### src/sv/sorted_accumulating_key_table_core_macros.svh
// ----------------------------------------------------------------------------
// Assertion macros for the sorted accumulating key table
// Clocked on clk_i; the first form is gated off during reset.
// ----------------------------------------------------------------------------
`ifndef SORTED_ACCUMULATING_KEY_TABLE_CORE_MACROS_SVH
`define SORTED_ACCUMULATING_KEY_TABLE_CORE_MACROS_SVH

// Check a property outside of reset
`define SAKT_ASSERT(lbl, prop, msg) \
  lbl: assert property (@(posedge clk_i) disable iff (!rst_ni) prop) else $error(msg);

// Check a property at every clock edge, reset included
`define SAKT_ASSERT_ALWAYS(lbl, prop, msg) \
  lbl: assert property (@(posedge clk_i) prop) else $error(msg);

`endif

### src/sv/sakt_pkg.sv
// ----------------------------------------------------------------------------
// sakt_pkg
// Types and constants shared by the sorted accumulating key table.
// ----------------------------------------------------------------------------
`default_nettype none

package sakt_pkg;

  localparam int CAPACITY = 64;
  localparam int CNT_W    = $clog2(CAPACITY + 1);
  localparam int KEY_W    = 16;
  localparam int AMT_W    = 16;
  localparam int SUM_W    = 32;
  localparam int OCC_W    = 7;

  typedef enum logic {
    OP_ADD     = 1'b0,
    OP_EXTRACT = 1'b1
  } op_e;

  typedef enum logic [2:0] {
    STAT_UPDATED   = 3'd0,
    STAT_INSERTED  = 3'd1,
    STAT_DROPPED   = 3'd2,
    STAT_EXTRACTED = 3'd3,
    STAT_EMPTY     = 3'd4
  } status_e;

  typedef struct packed {
    op_e                     op;
    logic [KEY_W-1:0]        key;
    logic signed [AMT_W-1:0] amount;
  } req_t;

  typedef struct packed {
    status_e                 status;
    logic [KEY_W-1:0]        out_key;
    logic signed [SUM_W-1:0] out_sum;
    logic [OCC_W-1:0]        occupancy;
  } res_t;

  // One table entry held by a cell
  typedef struct packed {
    logic [KEY_W-1:0]        key;
    logic signed [SUM_W-1:0] sum;
  } entry_t;

  // Row-wide command to the cells
  typedef struct packed {
    logic insert;
    logic extract;
    logic update;
  } ctrl_t;

  // Per-cell compare flags
  typedef struct packed {
    logic pos;  // entry empty or key not below the search key
    logic eq;   // entry valid and key equal to the search key
  } flag_t;

endpackage

`default_nettype wire

### src/sv/sakt_cell.sv
// ----------------------------------------------------------------------------
// sakt_cell
// One slot of the sorted row: compares its key against the broadcast key and
// moves its entry left or right along the row on insert and extract.
// ----------------------------------------------------------------------------
`default_nettype none

module sakt_cell
  import sakt_pkg::*;
(
  input  wire logic                    clk_i,
  input  wire ctrl_t                   ctrl_i,
  input  wire logic                    valid_i,
  input  wire logic [KEY_W-1:0]        key_cmp_i,
  input  wire logic signed [SUM_W-1:0] new_sum_i,
  input  wire logic                    pos_left_i,
  input  wire logic                    sel_i,
  input  wire entry_t                  left_i,
  input  wire entry_t                  right_i,
  output entry_t                       entry_o,
  output flag_t                        flag_o
);

  entry_t entry_q;
  entry_t entry_d;

  // Compare against the broadcast key
  assign flag_o.pos = !valid_i || (entry_q.key >= key_cmp_i);
  assign flag_o.eq  = valid_i && (entry_q.key == key_cmp_i);
  assign entry_o    = entry_q;

  // Pick next entry: shift right on insert, shift left on extract, new sum on a selected update
  always_comb begin
    entry_d = entry_q;
    if (ctrl_i.insert) begin
      if (pos_left_i) begin
        entry_d = left_i;
      end else if (flag_o.pos) begin
        entry_d.key = key_cmp_i;
        entry_d.sum = new_sum_i;
      end
    end else if (ctrl_i.extract) begin
      entry_d = right_i;
    end else if (ctrl_i.update && sel_i) begin
      entry_d.sum = new_sum_i;
    end
  end

  // Hold entry payload
  always_ff @(posedge clk_i) begin
    entry_q <= entry_d;
  end

endmodule

`default_nettype wire

### config.mk
export PLATFORM = sky130hd
export DESIGN_NAME = sakt_cell
export DESIGN_NICKNAME = d
export VERILOG_FILES = /design/src/sv/sorted_accumulating_key_table_core_macros.svh /design/src/sv/sakt_pkg.sv /design/src/sv/sakt_cell.sv
export SDC_FILE = /design/constraint.sdc
export NUM_CORES = 1
export LEC_CHECK = 0
export ABC_AREA = 1
export BUFFER_PORTS_ARGS = -buffer_cell sky130_fd_sc_hd__buf_2
export CORE_ASPECT_RATIO = 0.75
export CORE_UTILIZATION = 30
export CTS_BUF_LIST = sky130_fd_sc_hd__clkbuf_8
export CTS_CLUSTER_SIZE = 28
export DETAILED_ROUTE_END_ITERATION = 16
export PLACE_DENSITY = 0.63
export SYNTH_ARGS = -nofsm -noshare
export SYNTH_HDL_FRONTEND = slang
export SYNTH_SLANG_ARGS = --single-unit
### constraint.sdc
create_clock -name clk_i -period 2.3 [get_ports clk_i]
set_input_delay 0.115 -clock clk_i [delete_from_list [all_inputs] [get_ports clk_i]]
set_output_delay 0.115 -clock clk_i [all_outputs]
set_load 0.02 [all_outputs]
**Word level (Yosys, flattened, before mapping)**

Index checks and enable logic that the tools add are counted.
Widths: inputs -> output; s select.

- Register bits after elaboration: 48
- Latch bits: 0
- RAM bits: 0
- Memory bits (read-only): 0
- Input port bits: 151
- Output and inout port bits: 50
- Memories: 0

- $add $sub $neg: 0
- $mul: 0
- Divide/modulo/power cells: 0
- Order comparisons: 1
- Equality and inequality tests: 2
- Shift operators: 0
- Multiplexer cells: 6
- Bitwise logic cells: 0
- Reductions and logical operators: 8

Operator list:

| cell | count |
|---|---|
| $mux 48 | 3 |
| $mux 32 | 2 |
| $eq 16x16->1 | 1 |
| $ge 16x16->1 | 1 |
| $mux 16 | 1 |
| $reduce_and 2->1 | 2 |
| $ne 3x1->1 const B | 1 |
| $reduce_bool 3->1 | 1 |
| $logic_and 1x1->1 | 2 |
| $reduce_bool 2->1 | 1 |
| $logic_not 1->1 | 1 |
| $logic_or 1x1->1 | 1 |

**Logic depth before layout (Yosys ltp)**

Gate-level depths: netlist (run 1).

- Depth after elaboration: 5
- Depth in mapped cells: 13

**Worst setup path after synthesis (run 1)**

OpenSTA, ideal clock, no wires.

- Path type: register to register
- Start: reg entry_q (netlist bit entry_o[47])
- End: reg entry_q (netlist bit entry_o[0]), enable pin
- Library setup time: 387 ps
- Data arrival time: 2036 ps
- Required time: 1913 ps
- Path slack: -122 ps
- Stages on the path, launching flop included: 10
- Path buffers: 0
- Path through: edfxtp_1 ha_1 nand2_1 nor2_1 nand2_1 o21ai_0 nor2_1 nand3_1 nand2_1 inv_1

- Word-level cells in the longest chain between the ends: 4

Ends and longest elaborated chain:

| item | RTL line | text |
|---|---|---|
| from (decl) | sakt_cell.sv:24 | `entry_t entry_q;` |
| from (signal assigned) | sakt_cell.sv:51 | `entry_q <= entry_d;` |
| $ge 16x16->1 | sakt_cell.sv:28 | `assign flag_o.pos = !valid_i \|\| (entry_q.key >= key_cmp_i);` |
| $logic_or 1x1->1 | sakt_cell.sv:28 |  |
| $ne 3x1->1 (no line) | - |  |
| $reduce_and 2->1 (no line) | - |  |

Every way passes these cells.
A chain may end at the register's enable or synchronous reset.

**Worst setup path after layout (run 1)**

- Start: reg entry_q (netlist bit entry_o[47])
- End: reg entry_q (netlist bit entry_o[5]), enable pin

Same word-level chain as after synthesis.

==> summary.md, run 1 <==
| Metric | Value |
|---|---|
| Area contributors post-synth | `edfxtp_1, ha_1, o22ai_1, o211ai_2, nand2_1` |
| Synth-to-Final Area Change | `42.6%` |
| Gr busiest metal | `met2` |
| Crit path capture type | `register` |
| First-pass GRT wire length | `13,100 um` |
| Commonest non-fill, non-tap cell in the layout | `buf_2` |
| Clock network fraction of design power | `20.0%` |
| Maximum vdd drop | `0.216 mV` |
| Worst R2R Setup Slack | `0.22 ns` |
| Required time worst endpoint | `2.30 ns` |
| Clock transition at path regs | `0.09 ns` |
| Number of setup violations in the final report | `0` |
| ANT nets after route | `0` |
| Post-layout minimum cycle time | `2.08 ns` |
| # hold bufs at CTS | `0` |
| Outcome | `finished clean` |
| Achievable Freq | `0.480 GHz` |
| Clock Latency Late Sink | `0.29 ns` |
| Slowest stage delay, CP | `0.40 ns` |
| Total core area | `0.00927 mm^2` |
| Reg2reg start | `entry_o[47]$_DFFE_PP_` |
| Cts bufs inserted | `5` |
| Slew margin rel. | `66.6%` |
| Synth cell types | `21` |
| Mean Syn Cell Area | `9.59 um^2` |
| RD Place Congestion | `0.862` |
| Hold-critical path depth | `3` |
| Setup TNS Final | `0 ns` |
| Hold path start | `right_i[47]` |
| Startpoint Class | `register` |
| Root Buffer | `clkbuf_8` |
| Global routing usage on met2 | `29.8%` |
| NetSw | `0.715 mW` |
| Clock Path Buffers | `2` |
| Comb power frac | `31.3%` |
| Drt initial violations | `88` |
| Register bit total from synthesis | `48` |
| Pint | `1.58 mW` |
| Ports | `201` |
| Arr. time, crit path | `2.08 ns` |
| Post-route DRC | `0` |
| Mapped Area | `0.00293 mm^2` |
| Die area | `0.0102 mm^2` |
| Most frequent cells in the layout | `buf_2, edfxtp_1, nand2_1` |
| Drt first pass iters | `5` |
| Worst-Margin Slew | `0.500 ns` |
| Global Route met1 Usage | `22.1%` |
| Crit Path Class | `register to register` |
| Synth area leader | `edfxtp_1` |
| Num rows | `30` |
| CTS tree | `done` |
| Worst path slowest cell | `edfxtp_1` |
| Die height | `87.6 um` |
| Pleak | `2.03 nW` |
| Largest fanout on the critical path | `16` |
| Pins Over Slew Limit | `0` |
| R2r endpoint | `entry_o[5]$_DFFE_PP_` |
| Final Cycle Share | `90.5%` |
| Largest net degree at the start of global routing | `33` |
| Worst Hold Class | `primary input to register` |
| Initial Utilization | `31.6%` |
| Net Sw Frac | `31.2%` |
| Ant diodes | `0` |
| Max Cap Viol | `0` |
| Via count | `2,940` |
| Initial antenna violation count | `0` |
| CP most frequent cell | `nand2_1` |
| Fin area | `0.00418 mm^2` |
| Sequential share of the synthesized area | `49.1%` |
| Nets | `670` |
| # port buffers | `200` |
| GRT Resource Usage Total | `16.9%` |
| PwrDens | `549 mW/mm^2` |
| Vias per inst | `4.66` |
| Synth warn | `0` |
| Layout Skew | `0.0101 ns` |
| RSZ-0062 raised after global routing | `false` |
| Max FFs per register | `48` |
| Synth top area share | `49.1%` |
| WHS Endpoint | `entry_o[47]$_DFFE_PP_` |
| H-tree depth | `2` |
| Drt total wl | `9050 um` |
| Detailed Place HPWL | `7110 um` |
| GRT met3 Usage | `2.63%` |
| Worst path cell trace | `ha_1 -> nand2_1 -> nor2_1 -> nand2_1 -> o21ai_0 -> nor2_1 -> nand3_1 -> nand2_1 -> clkinvlp_4 -> clkbuf_16` |
| Die X | `116 um` |
| Dpl cell area | `0.00408 mm^2` |
| Post-Syn Nets | `473` |
| Clk sinks | `48` |
| Filler cells | `911` |
| Final Hold Fails | `0` |
| Seq pwr share | `48.7%` |
| Vias in the first global route | `2,658` |
| Syn Inst Count | `306` |
| Worst R2R Path Depth | `10` |
| Avg WL per Cell | `14.3 um` |
| Remaining global-route overflow | `0` |
| Share of layout cells above drive strength 1 | `47.5%` |
## how the worst max path moves through the flow
| stage | startpoint | endpoint | slack [ns] | cells past startpoint |
|---|---|---|---|---|
| finish | entry_o[47]$_DFFE_PP_ | entry_o[5]$_DFFE_PP_ | 0.22 | 10 |
| global route | entry_o[47]$_DFFE_PP_ | entry_o[0]$_DFFE_PP_ | 0.002 | 10 |
| CTS | entry_o[47]$_DFFE_PP_ | entry_o[32]$_DFFE_PP_ | 0.15 | 10 |
| detailed placement | entry_o[47]$_DFFE_PP_ | entry_o[32]$_DFFE_PP_ | 0.18 | 10 |
| global placement | entry_o[47]$_DFFE_PP_ | entry_o[40]$_DFFE_PP_ | 0.27 | 10 |
| floorplan | entry_o[47]$_DFFE_PP_ | entry_o[0]$_DFFE_PP_ | 0.08 | 9 |
## power groups by stage
stage               sequential [mW]  combinational [mW]  clock (mW)
detailed placement             1.14               0.716           0
finish                         1.12               0.719       0.459
global placement               1.13               0.703           0
global route                   1.13               0.789       0.520
floorplan                      1.27               0.275           0
CTS                            1.12               0.718       0.494
## cells by family (layout without fill, tap and decap cells)
family	count (synthesis)	count (layout)	share of synthesized area, %
buffers and inverters	47	244	8.02
adders and majority gates	16	16	6.82
DFF	48	48	49.1
AOI/OAI and AO/OA	86	86	20.7
and+or+nand+nor	109	109	15.4
## synthesized netlist by cell type, drive strengths merged
cell    instances
clkbuf          3
nor3            1
a21o            1
o211ai         15
inv            28
nand3          19
a21oi          36
ha             16
o21ai           1
nor2           43
edfxtp         48
nand2          46
buf            16
a21boi          1
o22ai          32
## cell type report
cell class                 count  area, um^2  area share (%)
inverter                      28         111            2.66
timing repair buffer         209        1140            27.2
tap                          128         160            3.83
multi-input combinational    211        1260            30.1
sequential                    48        1440            34.5
clock buffer                   5        68.8            1.65
clock inverter                 2        7.51           0.179
## per-stage QoR
stage,worst slack [ns],cells,hold WS (ns),util (%),power [mW]
after global placement,0.270,623,0.406,44.0,1.84
after detailed placement,0.181,623,0.407,44.0,1.85
after floorplan,0.0805,306,0.305,-,1.54
after CTS,0.148,630,0.0963,44.8,2.33
after global routing,0.00184,631,0.104,45.1,2.44
final,0.218,631,0.109,45.1,2.30
## critical path: cells and delay by family, from the launching register on
family | cells | cell delay, ns
buffers and inverters | 2 | 0.31
DFF | 1 | 0.40
and+or+nand+nor | 6 | 0.60
adders and majority gates | 1 | 0.31
AOI/OAI and AO/OA | 1 | 0.18
## layer usage
layer  part of all wire, %  routed length, um  vias to the layer above
li1                      -                  -                     1487
met1                    46               4160                     1326
met2                    47               4290                      119
met3                   5.7                515                        8
met4                  0.92                 83                        0
met5                     0                  0                        -
## repair_timing
| item | 4_1_cts | 5_1_grt |
|---|---|---|
| setup endpoints to repair | 0 | 38 |
| gates resized for setup | 0 | 1 |
| buffers inserted | 0 | 0 |
Power figures use the tool's default switching activity.
==> run 2: changes to the inputs <==
--- a/config.mk
+++ b/config.mk
@@ -9,7 +9,6 @@
 export BUFFER_PORTS_ARGS = -buffer_cell sky130_fd_sc_hd__buf_2
 export CORE_ASPECT_RATIO = 0.75
 export CORE_UTILIZATION = 30
-export CTS_BUF_LIST = sky130_fd_sc_hd__clkbuf_8
 export CTS_CLUSTER_SIZE = 28
 export DETAILED_ROUTE_END_ITERATION = 16
 export PLACE_DENSITY = 0.63
==> run 2 against run 1 <==
Effect of this change:
- clock-buffer cell count is the same
- die area is the same
- worst hold slack gained 0.012 ns
- clock skew shrank 0.0046 ns
- sequential cell count is the same
- utilization grew 0.34 points
- critical path type unchanged
- critical endpoint is now entry_o[17]$_DFFE_PP_
- largest cell class unchanged
- largest power group unchanged
- highest routed layer unchanged
==> summary.md, run 2 (synthesis results as in run 1) <==
| Metric | Value |
|---|---|
| Outcome | `finished clean` |
| Crit path capture type | `register` |
| Clock transition at path regs | `0.06 ns` |
| Detailed Place HPWL | `7110 um` |
| Startpoint Class | `register` |
| Post-CTS setup buffer count | `0` |
| Reg2reg start | `entry_o[47]$_DFFE_PP_` |
| Fin util | `45.5%` |
| Num rows | `30` |
| Worst Hold Class | `primary input to register` |
| Clock Latency Late Sink | `0.28 ns` |
| Die area | `0.0102 mm^2` |
| Pleak | `2.04 nW` |
| Share of layout cells above drive strength 1 | `47.4%` |
| Worst R2R Path Depth | `10` |
| First-pass GRT wire length | `13,100 um` |
| Worst-Margin Slew | `0.493 ns` |
| Final Hold Fails | `0` |
| Via count | `2,916` |
| GRT Resource Usage Total | `17.0%` |
| Die height | `87.6 um` |
| Dpl cell area | `0.00408 mm^2` |
| Post-route DRC | `0` |
| Clock Path Buffers | `2` |
| RD Place Congestion | `0.862` |
| Initial Utilization | `31.6%` |
| Max Cap Viol | `0` |
| Total core area | `0.00927 mm^2` |
| Remaining global-route overflow | `0` |
| WHS Endpoint | `entry_o[40]$_DFFE_PP_` |
| Filler cells | `906` |
| Worst R2R Setup Slack | `0.22 ns` |
| ANT nets after route | `0` |
| Worst path cell trace | `ha_1 -> nand2_1 -> nor2_1 -> nand2_1 -> o21ai_0 -> nor2_1 -> nand3_1 -> nand2_1 -> clkinvlp_4 -> buf_12` |
| Slowest stage delay, CP | `0.39 ns` |
| Largest fanout on the critical path | `32` |
| Reg area | `0.00144 mm^2` |
| Commonest non-fill, non-tap cell in the layout | `buf_2` |
| Number of setup violations in the final report | `0` |
| Initial antenna violation count | `0` |
| RSZ-0062 raised after global routing | `false` |
| Placed Cells | `623` |
| Required time worst endpoint | `2.27 ns` |
| R2r endpoint | `entry_o[17]$_DFFE_PP_` |
| CP most frequent cell | `nand2_1` |
| Non-filler cells in the finished layout | `630` |
| Synth-to-Final Area Change | `43.6%` |
| Ant diodes | `0` |
| Nets | `669` |
| CTS tree | `done` |
| Avg WL per Cell | `14.2 um` |
| Ports | `201` |
| Vias in the first global route | `2,647` |
| Setup TNS Final | `0 ns` |
| Drt total wl | `8980 um` |
| Achievable Freq | `0.482 GHz` |
| Pins Over Slew Limit | `0` |
| # port buffers | `200` |
| Largest net degree at the start of global routing | `33` |
| Layout Skew | `0.00558 ns` |
| Drt first pass iters | `5` |
| Slew margin rel. | `67.1%` |
| Clk sinks | `48` |
| Cts bufs inserted | `5` |
| Post-layout minimum cycle time | `2.08 ns` |
| Arr. time, crit path | `2.05 ns` |
| Final Cycle Share | `90.3%` |
| Vias per inst | `4.63` |
| Fin Hold WS | `0.121 ns` |
| Hold-critical path depth | `3` |
| Maximum vdd drop | `0.332 mV` |
| H-tree depth | `2` |
| Fin area | `0.00421 mm^2` |
| Most frequent cells in the layout | `buf_2, edfxtp_1, nand2_1` |
| Worst path slowest cell | `edfxtp_1` |
| Area occupied by multi-input gates | `0.00126 mm^2` |
| Die X | `116 um` |
| PwrDens | `593 mW/mm^2` |
| Drt initial violations | `80` |
| Hold path start | `right_i[40]` |
| Max FFs per register | `48` |
| Crit Path Class | `register to register` |
| Root Buffer | `clkbuf_16` |
[run 2: power by group]
group / internal [mW] / total [mW] / switching [mW]
Clock: 0.389 / 0.672 / 0.283
Combinational: 0.286 / 0.710 / 0.425
Sequential: 1.09 / 1.12 / 0.0301
Total: 1.76 / 2.50 / 0.737
[run 2: critical path: cells and delay by family (launching register included)]
kind | cells | cell delay [ns]
compound gates | 1 | 0.18
fa+ha+maj | 1 | 0.31
buf+inv | 2 | 0.29
flops | 1 | 0.39
simple gates | 6 | 0.60
[run 2: worst max-delay path by stage]
stage                          startpoint               endpoint  slack (ns)  depth (start not counted)
detailed placement  entry_o[47]$_DFFE_PP_  entry_o[32]$_DFFE_PP_        0.18                         10
global placement    entry_o[47]$_DFFE_PP_  entry_o[40]$_DFFE_PP_        0.27                         10
floorplan           entry_o[47]$_DFFE_PP_   entry_o[0]$_DFFE_PP_        0.08                          9
CTS                 entry_o[47]$_DFFE_PP_  entry_o[32]$_DFFE_PP_        0.16                         10
global route        entry_o[47]$_DFFE_PP_   entry_o[4]$_DFFE_PP_      0.0009                         10
finish              entry_o[47]$_DFFE_PP_  entry_o[17]$_DFFE_PP_        0.22                         10
[run 2: timing repair]
action	in CTS	in global routing
resized for setup	0	1
setup endpoints to repair	0	12
hold buffers	0	0
[run 2: final cells by class]
class                           instances  area share [%]
Sequential cell                        48            34.2
Multi-Input combinational cell        211            29.8
Timing Repair Buffer                  208            26.4
Tap cell                              128            3.80
Clock buffer                            5            2.97
Inverter                               28            2.64
Clock inverter                          2           0.178
[run 2: routing by layer]
layer | track usage, % | up-vias | share of wire [%]
met5 | 0 | - | 0
met4 | 3.85 | 0 | 0.45
met3 | 2.63 | 2 | 6.3
met2 | 29.5 | 114 | 47
met1 | 22.5 | 1316 | 46
li1 | - | 1484 | -
[run 2: stage by stage]
stage / power [mW] / setup WS, ns
4_1_cts: 2.54 / 0.157
3_5_place_dp: 1.85 / 0.181
2_1_floorplan: 1.54 / 0.0805
3_3_place_gp: 1.84 / 0.270
5_1_grt: 2.64 / 0.000929
6_report: 2.50 / 0.223
